<file path="src/hw/rtl/bsck_pkg.sv">
// Shared types, constants and bit permutation functions for the board symmetry key block.
// No dependencies; every other file in this folder except bsck_req_if uses it by scoped names.

package bsck_pkg;

   typedef logic [2:0] xform_type;

   localparam xform_type XF_IDENTITY   = 3'd0;
   localparam xform_type XF_ROT_CW     = 3'd1;
   localparam xform_type XF_ROT_180    = 3'd2;
   localparam xform_type XF_ROT_CCW    = 3'd3;
   localparam xform_type XF_MIRROR_COL = 3'd4;
   localparam xform_type XF_ANTI_DIAG  = 3'd5;
   localparam xform_type XF_MIRROR_ROW = 3'd6;
   localparam xform_type XF_DIAG       = 3'd7;

   localparam int NUM_XFORMS = 8;

   localparam logic [63:0] MIX_MUL_A   = 64'hbf58476d1ce4e5b9;
   localparam logic [63:0] MIX_MUL_B   = 64'h94d049bb133111eb;
   localparam logic [63:0] SALT_FIRST  = 64'h9e3779b97f4a7c15;
   localparam logic [63:0] SALT_SECOND = 64'h243f6a8885a308d3;

   typedef struct packed {
      logic [63:0] black;
      logic [63:0] white;
      xform_type   tid;
      logic        side;
   } cand_type;

   typedef struct packed {
      logic [63:0] ll;
      logic [31:0] hl;
      logic [31:0] lh;
   } prod_type;

   typedef struct packed {
      logic [63:0] canon_black;
      logic [63:0] canon_white;
      xform_type   transform_id;
      logic [63:0] key_hash;
   } rsp_type;

   function automatic logic [63:0] sym_permute(input logic [63:0] m, input xform_type t);
      logic [63:0] res;
      logic [2:0]  r;
      logic [2:0]  c;
      logic [2:0]  nr;
      logic [2:0]  nc;
      res = '0;
      for (int sq = 0; sq < 64; sq++) begin
         r = 3'(sq >> 3);
         c = 3'(sq);
         case (t)
            XF_IDENTITY:   begin nr = r;         nc = c;         end
            XF_ROT_CW:     begin nr = c;         nc = 3'd7 - r;  end
            XF_ROT_180:    begin nr = 3'd7 - r;  nc = 3'd7 - c;  end
            XF_ROT_CCW:    begin nr = 3'd7 - c;  nc = r;         end
            XF_MIRROR_COL: begin nr = r;         nc = 3'd7 - c;  end
            XF_ANTI_DIAG:  begin nr = 3'd7 - c;  nc = 3'd7 - r;  end
            XF_MIRROR_ROW: begin nr = 3'd7 - r;  nc = c;         end
            XF_DIAG:       begin nr = c;         nc = r;         end
            default:       begin nr = r;         nc = c;         end
         endcase
         res[{nr, nc}] = m[sq];
      end
      return res;
   endfunction

   function automatic logic cand_less(input cand_type a, input cand_type b);
      return {a.black, a.white} < {b.black, b.white};
   endfunction

endpackage

</file>
<file path="src/hw/rtl/bsck_sym_select.sv">
// Three-stage symmetry selection: eight permuted candidates reduced by a registered
// comparison tree to the smallest mask pair. Uses bsck_pkg.

module bsck_sym_select (
   input  logic               clock,
   input  logic               reset,
   input  logic               in_valid,
   output logic               in_ready,
   input  logic [63:0]        in_black,
   input  logic [63:0]        in_white,
   input  logic               in_side,
   output logic               out_valid,
   input  logic               out_ready,
   output bsck_pkg::cand_type out_cand
);

   bsck_pkg::cand_type cand_all [bsck_pkg::NUM_XFORMS];

   logic               s1_valid_ff;
   logic               s1_valid_in;
   bsck_pkg::cand_type s1_cand_ff [4];
   bsck_pkg::cand_type s1_cand_in [4];
   logic               s2_valid_ff;
   logic               s2_valid_in;
   bsck_pkg::cand_type s2_cand_ff [2];
   bsck_pkg::cand_type s2_cand_in [2];
   logic               s3_valid_ff;
   logic               s3_valid_in;
   bsck_pkg::cand_type s3_cand_ff;
   bsck_pkg::cand_type s3_cand_in;

   logic s1_ready;
   logic s2_ready;
   logic s3_ready;

   assign s3_ready = !s3_valid_ff || out_ready;
   assign s2_ready = !s2_valid_ff || s3_ready;
   assign s1_ready = !s1_valid_ff || s2_ready;
   assign in_ready = s1_ready;

   // The higher-numbered candidate of a pair wins only when strictly smaller.
   always_comb begin
      for (int t = 0; t < bsck_pkg::NUM_XFORMS; t++) begin
         cand_all[t].black = bsck_pkg::sym_permute(in_black, bsck_pkg::xform_type'(t));
         cand_all[t].white = bsck_pkg::sym_permute(in_white, bsck_pkg::xform_type'(t));
         cand_all[t].tid   = bsck_pkg::xform_type'(t);
         cand_all[t].side  = in_side;
      end
      for (int i = 0; i < 4; i++) begin
         s1_cand_in[i] = bsck_pkg::cand_less(cand_all[2*i+1], cand_all[2*i]) ?
                         cand_all[2*i+1] : cand_all[2*i];
      end
      for (int i = 0; i < 2; i++) begin
         s2_cand_in[i] = bsck_pkg::cand_less(s1_cand_ff[2*i+1], s1_cand_ff[2*i]) ?
                         s1_cand_ff[2*i+1] : s1_cand_ff[2*i];
      end
      s3_cand_in = bsck_pkg::cand_less(s2_cand_ff[1], s2_cand_ff[0]) ?
                   s2_cand_ff[1] : s2_cand_ff[0];
   end

   assign s1_valid_in = in_valid;
   assign s2_valid_in = s1_valid_ff;
   assign s3_valid_in = s2_valid_ff;

   always_ff @(posedge clock) begin
      if (reset) begin
         s1_valid_ff <= 1'b0;
         s2_valid_ff <= 1'b0;
         s3_valid_ff <= 1'b0;
      end else begin
         if (s1_ready) s1_valid_ff <= s1_valid_in;
         if (s2_ready) s2_valid_ff <= s2_valid_in;
         if (s3_ready) s3_valid_ff <= s3_valid_in;
      end
   end

   always_ff @(posedge clock) begin
      if (s1_ready) s1_cand_ff <= s1_cand_in;
      if (s2_ready) s2_cand_ff <= s2_cand_in;
      if (s3_ready) s3_cand_ff <= s3_cand_in;
   end

   assign out_valid = s3_valid_ff;
   assign out_cand  = s3_cand_ff;

endmodule

</file>
<file path="config.mk">
export PLATFORM = sky130hd
export DESIGN_NAME = bsck_sym_select
export DESIGN_NICKNAME = d
export VERILOG_FILES = /design/src/hw/rtl/bsck_pkg.sv /design/src/hw/rtl/bsck_sym_select.sv
export SDC_FILE = /design/constraint.sdc
export NUM_CORES = 2
export LEC_CHECK = 0
export BUFFER_PORTS_ARGS = -buffer_cell sky130_fd_sc_hd__buf_4
export CAP_MARGIN = 40
export CORE_MARGIN = 2
export CORE_UTILIZATION = 40
export DETAILED_ROUTE_END_ITERATION = 10
export SKIP_LAST_GASP = 1
export SYNTH_ARGS = -nofsm -noshare
export SYNTH_HDL_FRONTEND = slang
export SYNTH_SLANG_ARGS = --single-unit
</file>
<file path="constraint.sdc">
create_clock -name clock -period 19.15 [get_ports clock]
set_input_delay 3.83 -clock clock [delete_from_list [all_inputs] [get_ports clock]]
set_output_delay 3.83 -clock clock [all_outputs]
set_load 0.05 [all_outputs]
</file>
[After elaboration in Yosys (flattened, before gate mapping)]
Index checks and enable logic that the tools add are counted.
Storage, ports and cells
  output and inout port bits: 134
  input bits: 133
  register bits after elaboration: 927
Operators by class
  $lt $le $gt $ge: 7
  multiplexer cells: 7
  reductions and logical operators: 6
Operators with widths (count)
  $mux 132: 7
  $lt 128x128->1: 7
  $logic_not 1->1: 3
  $logic_or 1x1->1: 3

[Logic depth before layout (Yosys ltp)]
  depth after elaboration: 4
  mapped depth: 14
  gate-level depth less buffers: 10

[Worst setup path before layout]
Ideal clock, no wire load.
  kind: in2out
  start point: input port out_ready
  end point: output port in_ready
  cell stages on the path: 3
  data arrival time: 15.159 ns
  setup slack: 0.161 ns
  path buffers: 0
  cells stage by stage: nor2b_1 > and2_1 > nand2_1
Between the ends
  word-level cells in the longest chain between the ends: 3
RTL lines
  start: declaration: line bsck_sym_select.sv:13  | input logic out_ready,
  $logic_or 1x1->1: line bsck_sym_select.sv:36  | assign s3_ready = !s3_valid_ff || out_ready;
  $logic_or 1x1->1: line bsck_sym_select.sv:37  | assign s2_ready = !s2_valid_ff || s3_ready;
  $logic_or 1x1->1: line bsck_sym_select.sv:38  | assign s1_ready = !s1_valid_ff || s2_ready;
  end: declaration: line bsck_sym_select.sv:8  | output logic in_ready,
Every way passes these cells.

[Worst setup path after layout]
Ends and elaborated chain as after synthesis.

==> reports/metrics.cfg <==
[outcome]
status=finished, final reports clean

[logic_synthesis]
yosys.cell_types.count=60
synthMuxAreaShare_pct=17.91
ys_ff_latch=913
netlist_instances=4419
synth_xor_area_share_pct=0
synthFlopType=edfxtp_1
syn_area_per_cell_um2=12.46
ys_seq_area_share_pct=49.72
synth_nets=5193
synthSimpleGateAreaFrac_pct=5.357
synth_async_sr_flop_share_pct=0
synth-edff-count=910
yosys_warnings=0
synth_compound_area_share_pct=7.849
synth_top_family_by_area=multiplexers
synth_fa_ha_area_share_pct=14.56
syn_area_um2=55080

[setup_path]
crit_path_end_kind=primary output
path_delay_family=simple AND/OR/NAND/NOR gates
crit_top_cell=buf_4
critPathArrivalTime_ps=5540
cp_cell_sequence=buf_4 > nor2b_1 > and2_1 > nand2_4 > buf_4
path_buf_inv=2
crit_type=input port to primary output
r2r_cells=12
worstPathRequired_ps=15320
critPathLaunchType=input port
critPathMaxFanout=43
cpPeakStageDelay_ps=410
cp.depth=5
cpMaxStageDelayCell=and2_1

[drt]
routed_via_density=5.712
ant_nets=0
vias=37910
dr.pass1.iters=6
drt_wl_total_mm=185.0
wl_per_cell_um=27.88
drc=0
drtIter0Drc=3345

[place]
numPortBuffers=266
place_area_um2=59600
gp_congestion=1.018
dp_worst_setup_slack_ps=9794
dp_cells=6441
dp_hpwl_mm=135.7

[die]
start_util_pct=40.16
core-area_um2=137200
die-area_um2=140700
die_width_um=375.1
rows=136
ios=267
die_h_um=375.1

[timing]
final-hold-violation-count=0
slew_viol_final=0
min_period_ps=9366
rsz0062_at_grt=no
fin_ws_ps=9784
fin_tns_setup_ps=0
clock_skew_ps=31.05
worst_slew_pin_slew_ps=1086
min_period_over_period_pct=48.91
setup_violations=0
relSlewSlack_pct=26.56
holdWs_ps=425.0
timing.fmax_ghz=0.1068

[clocking]
cts_made_buffers=105
insertion_delay_ps=730
hold_buffers=0
h-tree-depth=3
path_clk_slew_ps=60
cts_tree=yes
clk_path_buf_depth=3
root_buffer=clkbuf_16
post_cts_buffers=0
cts_resized=0
cts_sinks=913

[power_and_ir_drop]
powerDensity_nw_per_um2=120.7
switching_share_pct=35.77
power.internal_mw=4.882
switching_power_mw=2.719
ir_drop_mv=0.09903
p_leak_nw=28.29
power.share.clock_pct=26.3
p_total_mw=7.601
p_seq_share_pct=38.9
combPwrFrac_pct=34.8

[finish]
nets=5529
final_cells=6636
area_growth_pct=14.32
stdcell_area_um2=62960
final_util_pct=45.91
layout_commonest_cell=edfxtp_1
drive_above_1_share_pct=18.16
final_cell_mix=edfxtp_1, ha_1, mux2i_1, inv_1, a21oi_1

[global_routing]
grt_max_degree=106
grt_pass1_vias=37440
grt_antenna_before_repair=9
grt-ovfl-total=0
grt_pass1_wl_mm=261.5
track_usage_pct=25.69

[hold_path]
holdPathStages=0
hold_path_class=flip-flop to flip-flop

[flow_run]
cap_viol_max_count=0

==> registers in the layout, indices dropped and copies added (netlist names) <==
signal	flops
s1_valid_ff	1
out_cand	132
s2_valid_ff	1
s1_cand_ff	517
out_valid	1
s2_cand_ff	261
==> worst reg2reg max path, stage by stage (launching register included) <==
cell	delay (ps)
edfxtp_1	400
ha_1	330
a21oi_1	140
o21ai_0	150
a221oi_1	380
o211ai_1	310
a211oi_1	770
o21ai_0	440
a31oi_4	270
buf_4	590
buf_4	330
buf_16	280
mux2_2	520
==> layer usage <==
layer | wire length [um] | vias to the layer above | GRT usage, %
met1 | 76840 | 18730 | 33.67
met3 | 14810 | 298 | 5.012
met2 | 86110 | 1629 | 42.01
met5 | 62 | - | 0
met4 | 7208 | 10 | 9.707
li1 | - | 17250 | -
==> logic make-up after synthesis <==
logic type | Yosys count
flip-flops | 913
multiplexers | 900
AO/OA/AOI/OAI | 734
adder cells (fa/ha/maj) | 641
buffers and inverters | 636
AND/OR/NAND/NOR | 595
==> final cells by class <==
cell class,count,area [um2]
Clock inverter,64,615.6
Timing Repair Buffer,334,2726
Clock buffer,127,2731
Multi-Input combinational cell,2870,25250
Fill cell,12380,74190
Sequential cell,913,27390
Antenna cell,3,7.507
Tap cell,1794,2245
Inverter,531,2006
==> path summary, 6_finish.rpt <==
| kind | from | end | slack, ps |
|---|---|---|---|
| hold / removal | s1_cand_ff[0]$_DFFE_PP_ | s2_cand_ff[0]$_DFFE_PP_ | 420 |
| setup / recovery | out_ready | in_ready | 9780 |
| hold reg to reg | s1_cand_ff[0]$_DFFE_PP_ | s2_cand_ff[0]$_DFFE_PP_ | 420 |
| setup reg to reg | s1_cand_ff[73]$_DFFE_PP_ | s2_cand_ff[17]$_DFFE_PP_ | 13970 |
==> cells in the mapped netlist (3+ instances only) <==
cell / n / share of area (%)
a2111oi_0: 8 / 0.13
a211o_1: 3 / 0.048
a211oi_1: 39 / 0.53
a21o_1: 69 / 0.94
a21oi_1: 347 / 3.2
a221o_1: 6 / 0.11
a221oi_1: 31 / 0.49
a31oi_1: 8 / 0.091
and2_1: 7 / 0.080
and3_1: 7 / 0.080
and4_1: 24 / 0.38
buf_1: 14 / 0.095
buf_2: 50 / 0.45
buf_6: 11 / 0.22
clkbuf_1: 30 / 0.20
clkinv_1: 128 / 0.87
dfxtp_1: 3 / 0.11
edfxtp_1: 910 / 50
ha_1: 641 / 15
inv_1: 403 / 2.7
mux2_2: 289 / 5.9
mux2_4: 99 / 2.7
mux2i_1: 512 / 9.3
nand2_1: 210 / 1.4
nand2b_1: 12 / 0.14
nand3_1: 56 / 0.51
nand4_1: 102 / 1.2
nor2_1: 92 / 0.63
nor2b_1: 13 / 0.15
nor3_1: 32 / 0.29
nor4_1: 23 / 0.26
nor4b_1: 3 / 0.048
o211ai_1: 18 / 0.25
o21a_1: 11 / 0.15
o21ai_0: 158 / 1.4
o21bai_1: 5 / 0.068
o221ai_1: 5 / 0.080
o31ai_1: 8 / 0.11
or4_1: 3 / 0.041
==> power by group through the flow <==
stage / clock network [mW] / logic (mW) / registers, mW
floorplan: 0 / 1.25 / 3.43
global placement: 0 / 2.61 / 2.98
detailed placement: 0 / 2.64 / 2.99
CTS: 2.04 / 2.66 / 2.96
global route: 2.11 / 2.82 / 3.00
finish: 2.00 / 2.65 / 2.95
No activity file was read; power rests on OpenSTA's default activity.
